**src/design/csps_pkg.sv**
```systemverilog
package csps_pkg;

  localparam int POS_W       = 15;
  localparam int REV_W       = 16;
  localparam int WID_W       = 16;
  localparam int DIAG_W      = 8;
  localparam int VAL_W       = 2;
  localparam int LVL_W       = 2;
  localparam int CFG_IDX_W   = 3;
  localparam int CFG_DATA_W  = 16;
  localparam int CSPS_QUEUE_DEPTH = 2;

  // item kinds
  localparam logic CMD_EDGE  = 1'b0;
  localparam logic CMD_CRANK = 1'b1;

  // pin level codes
  localparam logic [LVL_W-1:0] LVL_LOW  = 2'd0;
  localparam logic [LVL_W-1:0] LVL_HIGH = 2'd1;

  // configuration register indexes
  localparam logic [CFG_IDX_W-1:0] CFG_ACTIVE_LOW   = 3'd0;
  localparam logic [CFG_IDX_W-1:0] CFG_WIN_MIN      = 3'd1;
  localparam logic [CFG_IDX_W-1:0] CFG_WIN_MAX      = 3'd2;
  localparam logic [CFG_IDX_W-1:0] CFG_WIDTH_MIN    = 3'd3;
  localparam logic [CFG_IDX_W-1:0] CFG_WIDTH_MAX    = 3'd4;
  localparam logic [CFG_IDX_W-1:0] CFG_DESYNC_ERR   = 3'd5;

  // cam validity codes
  localparam logic [VAL_W-1:0] VAL_NONE     = 2'd0;
  localparam logic [VAL_W-1:0] VAL_DETECTED = 2'd1;
  localparam logic [VAL_W-1:0] VAL_SYNCED   = 2'd2;
  localparam logic [VAL_W-1:0] VAL_VALID    = 2'd3;

  // diag flag bit positions
  localparam int DIAG_SEQUENCE  = 0;
  localparam int DIAG_CRANK_ERR = 1;
  localparam int DIAG_WRONG     = 2;
  localparam int DIAG_WIDTH     = 3;
  localparam int DIAG_EXTRA     = 4;
  localparam int DIAG_BAD_PULSE = 5;
  localparam int DIAG_LOST      = 6;
  localparam int DIAG_NONE      = 7;

  // reset values of the configuration registers
  localparam logic [POS_W-1:0] WIN_MAX_RST   = 15'd23039;
  localparam logic [WID_W-1:0] WIDTH_MAX_RST = 16'd23039;

  typedef struct packed {
    logic             cmd;
    logic [LVL_W-1:0] pin_level;
    logic             crank_valid;
    logic             crank_error;
    logic [POS_W-1:0] crank_position;
    logic [POS_W-1:0] crank_prev_position;
    logic [REV_W-1:0] revolutions;
  } csps_in_t;

  typedef struct packed {
    logic [VAL_W-1:0]  cam_validity;
    logic [POS_W-1:0]  cam_position;
    logic [DIAG_W-1:0] diag_flags;
  } csps_out_t;

  typedef struct packed {
    logic             active_low;
    logic [POS_W-1:0] edge_window_min;
    logic [POS_W-1:0] edge_window_max;
    logic [WID_W-1:0] width_min;
    logic [WID_W-1:0] width_max;
    logic             desync_err;
  } csps_cfg_t;

  // classified item handed from front to back
  typedef struct packed {
    logic             is_crank;
    logic             lvl_undef;
    logic             lvl_high;
    logic             crank_valid;
    logic             crank_error;
    logic [POS_W-1:0] pos;
    logic             in_window;
    logic             above_max;
    logic             wrap;
    logic             rev_odd;
    logic             rev_ge2;
  } csps_item_t;

endpackage

```
**src/design/csps_front.sv**
```systemverilog
module csps_front import csps_pkg::*; (
  input  csps_in_t   in_data,
  input  csps_cfg_t  cfg,
  output csps_item_t item
);

  always_comb begin
    item.is_crank    = (in_data.cmd == CMD_CRANK);
    // codes 2 and 3 both count as undefined
    item.lvl_undef   = (in_data.pin_level != LVL_LOW) && (in_data.pin_level != LVL_HIGH);
    item.lvl_high    = (in_data.pin_level == LVL_HIGH);
    item.crank_valid = in_data.crank_valid;
    item.crank_error = in_data.crank_error;
    item.pos         = in_data.crank_position;
    item.in_window   = (in_data.crank_position >= cfg.edge_window_min) &&
                       (in_data.crank_position <= cfg.edge_window_max);
    item.above_max   = (in_data.crank_position > cfg.edge_window_max);
    item.wrap        = (in_data.crank_position < in_data.crank_prev_position);
    item.rev_odd     = in_data.revolutions[0];
    item.rev_ge2     = (in_data.revolutions[REV_W-1:1] != '0);
  end

endmodule

```
**src/design/csps_queue.sv**
```systemverilog
module csps_queue import csps_pkg::*; #(
  parameter int DEPTH = CSPS_QUEUE_DEPTH
) (
  input  logic       clk,
  input  logic       rst_n,
  input  logic       push_valid,
  output logic       push_ready,
  input  csps_item_t push_data,
  output logic       pop_valid,
  input  logic       pop_ready,
  output csps_item_t pop_data
);

  localparam int AW = (DEPTH > 1) ? $clog2(DEPTH) : 1;
  localparam int CW = $clog2(DEPTH + 1);

  csps_item_t mem [DEPTH];

  logic [AW-1:0] wr_ptr_r, wr_ptr_nxt;
  logic [AW-1:0] rd_ptr_r, rd_ptr_nxt;
  logic [CW-1:0] count_r, count_nxt;
  logic          push, pop;

  assign push_ready = (count_r != CW'(DEPTH));
  assign pop_valid  = (count_r != '0);
  assign pop_data   = mem[rd_ptr_r];
  assign push       = push_valid && push_ready;
  assign pop        = pop_valid && pop_ready;

  always_comb begin
    wr_ptr_nxt = wr_ptr_r;
    rd_ptr_nxt = rd_ptr_r;
    count_nxt  = count_r;
    if (push) begin
      wr_ptr_nxt = (wr_ptr_r == AW'(DEPTH - 1)) ? '0 : wr_ptr_r + 1'b1;
    end
    if (pop) begin
      rd_ptr_nxt = (rd_ptr_r == AW'(DEPTH - 1)) ? '0 : rd_ptr_r + 1'b1;
    end
    if (push && !pop) begin
      count_nxt = count_r + 1'b1;
    end else if (pop && !push) begin
      count_nxt = count_r - 1'b1;
    end
  end

  always_ff @(posedge clk) begin
    if (!rst_n) begin
      wr_ptr_r <= '0;
      rd_ptr_r <= '0;
      count_r  <= '0;
    end else begin
      wr_ptr_r <= wr_ptr_nxt;
      rd_ptr_r <= rd_ptr_nxt;
      count_r  <= count_nxt;
    end
  end

  always_ff @(posedge clk) begin
    if (push) begin
      mem[wr_ptr_r] <= push_data;
    end
  end

endmodule

```
**src/design/csps_back.sv**
```systemverilog
module csps_back import csps_pkg::*; (
  input  logic       clk,
  input  logic       rst_n,
  input  csps_cfg_t  cfg,
  input  logic       item_valid,
  output logic       item_ready,
  input  csps_item_t item,
  output logic       out_valid,
  input  logic       out_ready,
  output csps_out_t  out_data
);

  logic [1:0]        prev_idx_r, prev_idx_nxt;
  logic              next_idx_r, next_idx_nxt;
  logic [POS_W-1:0]  first_pos_r, first_pos_nxt;
  logic [POS_W-1:0]  second_pos_r, second_pos_nxt;
  logic              first_found_r, first_found_nxt;
  logic              phase_synced_r, phase_synced_nxt;
  logic              odd_rev_r, odd_rev_nxt;
  logic              crank_synced_r, crank_synced_nxt;
  logic              found_r, found_nxt;
  logic [VAL_W-1:0]  held_val_r, held_val_nxt;
  logic [POS_W-1:0]  held_pos_r, held_pos_nxt;
  logic [DIAG_W-1:0] diag_r, diag_nxt;
  logic              out_valid_r, out_valid_nxt;
  csps_out_t         out_data_r, out_data_nxt;

  logic               take;
  logic [1:0]         idx;
  logic               exp_high;
  logic               desync;
  logic               clean;
  logic [VAL_W-1:0]   val;
  logic [POS_W-1:0]   mid;
  logic [DIAG_W-1:0]  diag_set;
  logic signed [16:0] width;
  logic signed [16:0] wmin, wmax;
  logic [POS_W:0]     mid_sum;

  assign item_ready = !out_valid_r || out_ready;
  assign take       = item_valid && item_ready;
  assign out_valid  = out_valid_r;
  assign out_data   = out_data_r;

  assign wmin = $signed({cfg.width_min[WID_W-1], cfg.width_min});
  assign wmax = $signed({cfg.width_max[WID_W-1], cfg.width_max});

  always_comb begin
    prev_idx_nxt     = prev_idx_r;
    next_idx_nxt     = next_idx_r;
    first_pos_nxt    = first_pos_r;
    second_pos_nxt   = second_pos_r;
    first_found_nxt  = first_found_r;
    phase_synced_nxt = phase_synced_r;
    odd_rev_nxt      = odd_rev_r;
    crank_synced_nxt = crank_synced_r;
    found_nxt        = found_r;
    held_val_nxt     = held_val_r;
    held_pos_nxt     = held_pos_r;
    idx              = item.lvl_undef ? {1'b0, next_idx_r} : {1'b0, item.lvl_high};
    exp_high         = first_found_r ? cfg.active_low : ~cfg.active_low;
    desync           = 1'b0;
    clean            = 1'b0;
    val              = held_val_r;
    mid              = held_pos_r;
    diag_set         = '0;
    width            = '0;
    mid_sum          = '0;

    if (take) begin
      if (!item.is_crank) begin
        if (idx == prev_idx_r) begin
          diag_set[DIAG_SEQUENCE] = 1'b1;
        end else begin
          if (item.lvl_undef || (item.lvl_high == exp_high)) begin
            if (item.crank_error) begin
              diag_set[DIAG_CRANK_ERR] = 1'b1;
              desync = 1'b1;
            end
            if (item.crank_valid) begin
              if (item.in_window) begin
                if (!first_found_r) begin
                  val             = VAL_DETECTED;
                  first_pos_nxt   = item.pos;
                  first_found_nxt = 1'b1;
                end else begin
                  first_found_nxt  = 1'b0;
                  val              = VAL_SYNCED;
                  second_pos_nxt   = item.pos;
                  crank_synced_nxt = 1'b1;
                end
              end else begin
                if (crank_synced_r) begin
                  diag_set[DIAG_WRONG] = 1'b1;
                  desync = 1'b1;
                end
                first_found_nxt = 1'b0;
              end
              // full pulse: width check and midpoint on the stored edges
              if (val >= VAL_SYNCED) begin
                width = $signed({2'b00, second_pos_nxt}) - $signed({2'b00, first_pos_nxt});
                if ((width >= wmin) && (width <= wmax)) begin
                  val       = VAL_VALID;
                  found_nxt = 1'b1;
                end else begin
                  diag_set[DIAG_WIDTH] = 1'b1;
                  desync = 1'b1;
                end
                mid_sum = {1'b0, first_pos_nxt} + {1'b0, second_pos_nxt};
                mid     = mid_sum[POS_W:1];
                if (phase_synced_r) begin
                  if (odd_rev_r != item.rev_odd) begin
                    diag_set[DIAG_EXTRA] = 1'b1;
                    desync = 1'b1;
                  end
                end else begin
                  odd_rev_nxt      = item.rev_odd;
                  phase_synced_nxt = 1'b1;
                end
              end
            end else begin
              desync = 1'b1;
            end
          end else begin
            if (crank_synced_r) begin
              diag_set[DIAG_BAD_PULSE] = 1'b1;
            end
            first_found_nxt = 1'b0;
            desync = 1'b1;
          end
          if (desync && cfg.desync_err && (val > VAL_DETECTED)) begin
            val = VAL_DETECTED;
          end
          held_val_nxt = val;
          held_pos_nxt = mid;
        end
        prev_idx_nxt = idx;
        next_idx_nxt = ~idx[0];
      end else begin
        if (!item.crank_valid) begin
          clean = 1'b1;
        end else begin
          if (first_found_r) begin
            if (!item.in_window) begin
              first_found_nxt = 1'b0;
              if (crank_synced_r) begin
                diag_set[DIAG_BAD_PULSE] = 1'b1;
              end
            end
          end else if (phase_synced_r) begin
            if (!found_r) begin
              if ((odd_rev_r == item.rev_odd) && item.above_max && crank_synced_r) begin
                diag_set[DIAG_LOST] = 1'b1;
                clean = 1'b1;
              end
            end else if (odd_rev_r != item.rev_odd) begin
              found_nxt = 1'b0;
            end
          end else if (item.rev_ge2 && item.above_max) begin
            diag_set[DIAG_NONE] = 1'b1;
            clean = 1'b1;
          end
          if (!crank_synced_r && item.wrap) begin
            crank_synced_nxt = 1'b1;
          end
        end
        // crank invalid, lost or missing signal: drop all pulse tracking, keep level history
        if (clean) begin
          first_pos_nxt    = '0;
          second_pos_nxt   = '0;
          first_found_nxt  = 1'b0;
          phase_synced_nxt = 1'b0;
          odd_rev_nxt      = 1'b0;
          crank_synced_nxt = 1'b0;
          found_nxt        = 1'b0;
          held_val_nxt     = VAL_NONE;
          held_pos_nxt     = '0;
        end
      end
    end

    diag_nxt = diag_r | diag_set;

    out_data_nxt.cam_validity = held_val_nxt;
    out_data_nxt.cam_position = held_pos_nxt;
    out_data_nxt.diag_flags   = diag_nxt;

    if (take) begin
      out_valid_nxt = 1'b1;
    end else if (out_ready) begin
      out_valid_nxt = 1'b0;
    end else begin
      out_valid_nxt = out_valid_r;
    end
  end

  always_ff @(posedge clk) begin
    if (!rst_n) begin
      prev_idx_r     <= 2'd3;
      next_idx_r     <= 1'b0;
      first_pos_r    <= '0;
      second_pos_r   <= '0;
      first_found_r  <= 1'b0;
      phase_synced_r <= 1'b0;
      odd_rev_r      <= 1'b0;
      crank_synced_r <= 1'b0;
      found_r        <= 1'b0;
      held_val_r     <= VAL_NONE;
      held_pos_r     <= '0;
      diag_r         <= '0;
      out_valid_r    <= 1'b0;
    end else begin
      prev_idx_r     <= prev_idx_nxt;
      next_idx_r     <= next_idx_nxt;
      first_pos_r    <= first_pos_nxt;
      second_pos_r   <= second_pos_nxt;
      first_found_r  <= first_found_nxt;
      phase_synced_r <= phase_synced_nxt;
      odd_rev_r      <= odd_rev_nxt;
      crank_synced_r <= crank_synced_nxt;
      found_r        <= found_nxt;
      held_val_r     <= held_val_nxt;
      held_pos_r     <= held_pos_nxt;
      diag_r         <= diag_nxt;
      out_valid_r    <= out_valid_nxt;
    end
  end

  always_ff @(posedge clk) begin
    if (take) begin
      out_data_r <= out_data_nxt;
    end
  end

endmodule

```
**src/design/cam_single_pulse_sync_top.sv**
```systemverilog
// Channel | Ports                          | Moves
// --------+--------------------------------+--------------------------------------------
// input   | in_valid, in_ready, in_data    | one cam edge or crank update per transfer
// result  | out_valid, out_ready, out_data | validity, midpoint, sticky diag flags
// config  | cfg_we, cfg_index, cfg_data    | one register write per cycle, no read-back
//
// One result per input transfer, one transfer per cycle sustained while the result
// side takes results. An item is classified on entry, waits in a short queue and
// is executed by the state unit, whose result is held in an output register.
// Synchronous active-low reset clears tracking state and diag flags and returns
// config to its reset values. A stalled result stops the state unit; input keeps
// flowing until the queue is full.
module cam_single_pulse_sync_top import csps_pkg::*; #(
  parameter int QUEUE_DEPTH = CSPS_QUEUE_DEPTH
) (
  input  logic                  clk,
  input  logic                  rst_n,
  input  logic                  in_valid,
  output logic                  in_ready,
  input  csps_in_t              in_data,
  output logic                  out_valid,
  input  logic                  out_ready,
  output csps_out_t             out_data,
  input  logic                  cfg_we,
  input  logic [CFG_IDX_W-1:0]  cfg_index,
  input  logic [CFG_DATA_W-1:0] cfg_data
);

  csps_cfg_t  cfg_r, cfg_nxt;
  csps_item_t front_item;
  csps_item_t queue_item;
  logic       queue_valid;
  logic       queue_ready;

  // config register file; the user must write it only while nothing is in flight (not enforced here)
  always_comb begin
    cfg_nxt = cfg_r;
    if (cfg_we) begin
      case (cfg_index)
        CFG_ACTIVE_LOW: cfg_nxt.active_low      = cfg_data[0];
        CFG_WIN_MIN:    cfg_nxt.edge_window_min = cfg_data[POS_W-1:0];
        CFG_WIN_MAX:    cfg_nxt.edge_window_max = cfg_data[POS_W-1:0];
        CFG_WIDTH_MIN:  cfg_nxt.width_min       = cfg_data[WID_W-1:0];
        CFG_WIDTH_MAX:  cfg_nxt.width_max       = cfg_data[WID_W-1:0];
        CFG_DESYNC_ERR: cfg_nxt.desync_err      = cfg_data[0];
        default:        cfg_nxt = cfg_r;
      endcase
    end
  end

  always_ff @(posedge clk) begin
    if (!rst_n) begin
      cfg_r.active_low      <= 1'b0;
      cfg_r.edge_window_min <= '0;
      cfg_r.edge_window_max <= WIN_MAX_RST;
      cfg_r.width_min       <= '0;
      cfg_r.width_max       <= WIDTH_MAX_RST;
      cfg_r.desync_err      <= 1'b1;
    end else begin
      cfg_r <= cfg_nxt;
    end
  end

  // front: level decode and crank-window compares
  csps_front u_front (
    .in_data (in_data),
    .cfg     (cfg_r),
    .item    (front_item)
  );

  csps_queue #(
    .DEPTH (QUEUE_DEPTH)
  ) u_queue (
    .clk        (clk),
    .rst_n      (rst_n),
    .push_valid (in_valid),
    .push_ready (in_ready),
    .push_data  (front_item),
    .pop_valid  (queue_valid),
    .pop_ready  (queue_ready),
    .pop_data   (queue_item)
  );

  // back: pulse tracking state and registered result
  csps_back u_back (
    .clk        (clk),
    .rst_n      (rst_n),
    .cfg        (cfg_r),
    .item_valid (queue_valid),
    .item_ready (queue_ready),
    .item       (queue_item),
    .out_valid  (out_valid),
    .out_ready  (out_ready),
    .out_data   (out_data)
  );

endmodule

```
**config.mk**
```make
export PLATFORM = sky130hd
export DESIGN_NAME = cam_single_pulse_sync_top
export DESIGN_NICKNAME = d
export VERILOG_FILES = /design/src/design/csps_pkg.sv /design/src/design/csps_front.sv /design/src/design/csps_queue.sv /design/src/design/csps_back.sv /design/src/design/cam_single_pulse_sync_top.sv
export SDC_FILE = /design/constraint.sdc
export NUM_CORES = 1
export LEC_CHECK = 0
export BUFFER_PORTS_ARGS = -buffer_cell sky130_fd_sc_hd__buf_2
export CAP_MARGIN = 20
export CORE_MARGIN = 5
export CORE_UTILIZATION = 65
export CTS_CLUSTER_SIZE = 10
export DETAILED_ROUTE_END_ITERATION = 16
export HOLD_SLACK_MARGIN = 0.1
export PLACE_DENSITY = 0.93
export RECOVER_POWER = 25
export SYNTH_ARGS = -nofsm -noshare
export SYNTH_HDL_FRONTEND = slang
export SYNTH_HIERARCHICAL = 1
export SYNTH_SLANG_ARGS = --single-unit
```
**constraint.sdc**
```tcl
create_clock -name clk -period 8.1 [get_ports clk]
set_clock_uncertainty 0.05 [all_clocks]
set_input_delay 1.62 -clock clk [delete_from_list [all_inputs] [get_ports clk]]
set_output_delay 1.62 -clock clk [all_outputs]
set_load 0.01 [all_outputs]
```
==> results.md <==
- # H-tree levels: 1
- Syn avg cell area: 10.12 um^2
- Leak: 5.892 nW
- Clk slew on worst S/H paths: 50 ps
- Final Cycle Share: 80.00%
- Synth unique cells: 80
- Most frequent cells in the layout: dfxtp_1 (133), inv_1 (114), ha_1 (107)
- Post-synthesis sequential area ratio: 41.61%
- Global-route wire length before repair: 47040 um
- I/O pin cnt: 102
- Initial antenna violation count: 0
- Worst Tran Pin Value: 1596 ps
- Die X: 144.8 um
- Max-slew violations: 41
- Layout Utilization: 72.63%
- Clock Path Buffers: 3
- Die ar.: 20970 um^2
- Initial Util: 65.98%
- Area leader, netlist: dfxtp_1
- Setup crit start kind: flip-flop
- Total GRT Usage: 28.36%
- Vias in the first global route: 9479
- P_int: 2.388 mW
- TritonCTS clock tree: done
- Clock Power Share: 28.1%
- DRC errors left: 0
- Core area: 17900 um^2
- Area grow syn2layout: 10.07%
- Root buffer cell: clkbuf_16
- Power Total: 3.732 mW
- CP peak stage delay: 980 ps
- Cts hold-fix bufs: 0
- Max cap viols: 1
- Nets: 1420
- CP Max Fanout: 24
- Failing checks: capacitance limit, slew limit
- Largest net degree at the start of global routing: 90
- Post-Syn Nets: 1351
- Via Count: 9202
- Post-synthesis instance total: 1167
- Status: finished, violations left
- Logic pwr share: 37.9%
- Setup CP Type: reg -> reg
- Crit path DAT: 6790 ps
- FFs w/ async S/R, synth: 0%
- Post-DP HPWL: 21080 um
- Wire per inst: 20.35 um
- Number of post-CTS setup repair buffers: 0
- Buffers on Ports: 101
- Reg area: 4915 um^2
- Drt pass-1 iters: 10
- Post-CTS sizing: 0
- Fin Setup TNS: 0 ps
- Share of the synthesized area in the top cell type: 22.54%
- Die Span Y: 144.8 um
- Most used DFF post-synth: dfxtp_1
- Hold Crit Class: reg -> reg
- RePlAce Congestion: 0.9524
- CP bufs+invs: 2
- Synth Cell Area: 11810 um^2
- Multi-input gate area: 6058 um^2
- Setup crit end kind: flip-flop
- Relative slew margins: -6.419%
- Hold violation count in the final report: 0
- YS warnings: 6
- Main area contributors after synthesis: dfxtp_1 (23%), edfxtp_1 (19%), ha_1 (11%)
- Clk Latency, worst-skew pair: 520 ps
- # setup viols final: 0
- Unrepaired setup endpoints after global routing: false
- Diode count: 0
- CP top delay family: compound AO/OA/AOI/OAI gates
- CP cell instances: clkbuf_1, mux2_2, mux2i_1, inv_1, fa_1, a211oi_1, nor2_1, o21a_1, a2111oi_0, o21bai_1, a21oi_1, xnor2_1, ha_1, nand4_1, or4_1, o311a_1, a211oi_2, a2bb2oi_1, a21oi_1
- Cell mode on critical path: a21oi_1
- Sequential share of power: 34.0%
- Commonest non-fill, non-tap cell in the layout: dfxtp_1
- Final ANT Viol Nets: 0
- Post-synth EDFFs: 75
- Total gr overflow: 0
- DR vias/cell: 6.218
- Peak supply drop: 0.2899 mV
- Sw Pwr: 1.344 mW
- Cts bufs inserted: 25
- Drt first-iter violations: 832
- Sink Count: 208
- FILL cells: 1193
- Net Sw Frac: 36.02%
- Share of layout cells above drive strength 1: 15.11%
- Required time of the critical path: 8410 ps
- Peak Freq: 0.1543 GHz
- Min Tclk post-route: 6480 ps
- Power Dens Cells: 287.0 nW/um^2
- Total length of routed wires: 30120 um
- Critical path's slowest cell: clkbuf_1
- Synthesized flop and latch total: 208
- Placement row count: 49
[power groups by stage]
stage | clock network, mW | logic (mW) | registers (mW)
after floorplan | 0 | 0.962 | 1.30
after global placement | 0 | 1.30 | 1.28
after detailed placement | 0 | 1.35 | 1.29
after CTS | 1.06 | 1.37 | 1.27
after global routing | 1.11 | 1.53 | 1.28
final | 1.05 | 1.41 | 1.27
[sequential cells by signal, indices dropped and copies added, names as in the netlist, 2 cells and up, named ones only]
signal and count:
u_back/held_val_r 2, u_back/diag_r 8, u_back/first_pos_r 15, u_back/prev_idx_r 2
cfg_r 64, u_back/out_data 25, u_back/second_pos_r 15, u_back/held_pos_r 15
u_queue/mem 50, u_queue/count_r 2
[per-layer routing]
layer | track usage [%] | up-vias | part of all wire [%] | wire length [um]
met1 | 33.25 | 4326 | 38 | 11390
met2 | 49.47 | 469 | 48 | 14450
met4 | 15.61 | 0 | 6.6 | 1977
met3 | 4.568 | 155 | 7.6 | 2297
li1 | - | 4252 | - | -
met5 | 0 | - | 0 | 0
[area by class of cell]
type	instances	share of cell area (%)
tap	229	2.204
sequential	208	37.80
clock buffer	40	5.552
clock inverter	2	0.2983
inverter	114	3.291
timing repair buffer	109	4.263
multi-input combinational	778	46.59
[metrics by stage]
step,hold slack [ps],setup slack [ps],std cells,cell area (um^2)
floorplan,384.7,2852,1167,11810
global placement,393.7,2659,1434,12230
detailed placement,398.9,2411,1435,12240
CTS,408.6,2293,1477,13000
global route,438.8,1278,1480,13000
finish,406.0,1620,1480,13000
[path summary, 6_finish.rpt]
check,from,end,slack [ps],cells past startpoint
worst min-delay path,cfg_r[32],cfg_r[32],410,2
worst min register to register,cfg_r[32],cfg_r[32],410,2
worst max-delay path,flip-flop,u_back/out_data[23],1620,19
worst max register to register,flip-flop,u_back/out_data[23],1620,19
[worst reg2reg max path, stage by stage, from the launching register on]
cell and delay (ps):
dfxtp_1 330, clkbuf_1 980, mux2_2 460, mux2i_1 290, inv_1 180, fa_1 490
a211oi_1 270, nor2_1 130, o21a_1 260, a2111oi_0 440, o21bai_1 130, a21oi_1 180
xnor2_1 130, ha_1 330, nand4_1 160, or4_1 550, o311a_1 150, a211oi_2 460
a2bb2oi_1 170, a21oi_1 190
[cell families after synthesis]
kind of cell    count (synthesis)  synth area share [%]
simple gates                  297                 13.21
compound gates                222                 13.46
flops                         208                 41.61
buf+inv                       181                 7.107
mux                           122                 10.75
fa+ha+maj                     109                 11.67
xor+xnor                       28                 2.192
[cell usage after synthesis, types with 12 or more instances]
cell type,count
and2_1,26
nand4_1,16
dfxtp_1,133
a21o_1,20
nor3_1,12
buf_2,13
o21ai_0,30
nand3_1,25
nand2_1,82
edfxtp_1,75
nor2b_1,47
clkbuf_1,23
ha_1,107
mux2i_1,83
xnor2_1,22
nor2_1,43
a22o_1,30
a21oi_1,55
inv_1,114
mux2_2,39
buf_4,22
(Power assumes the default switching activity.)
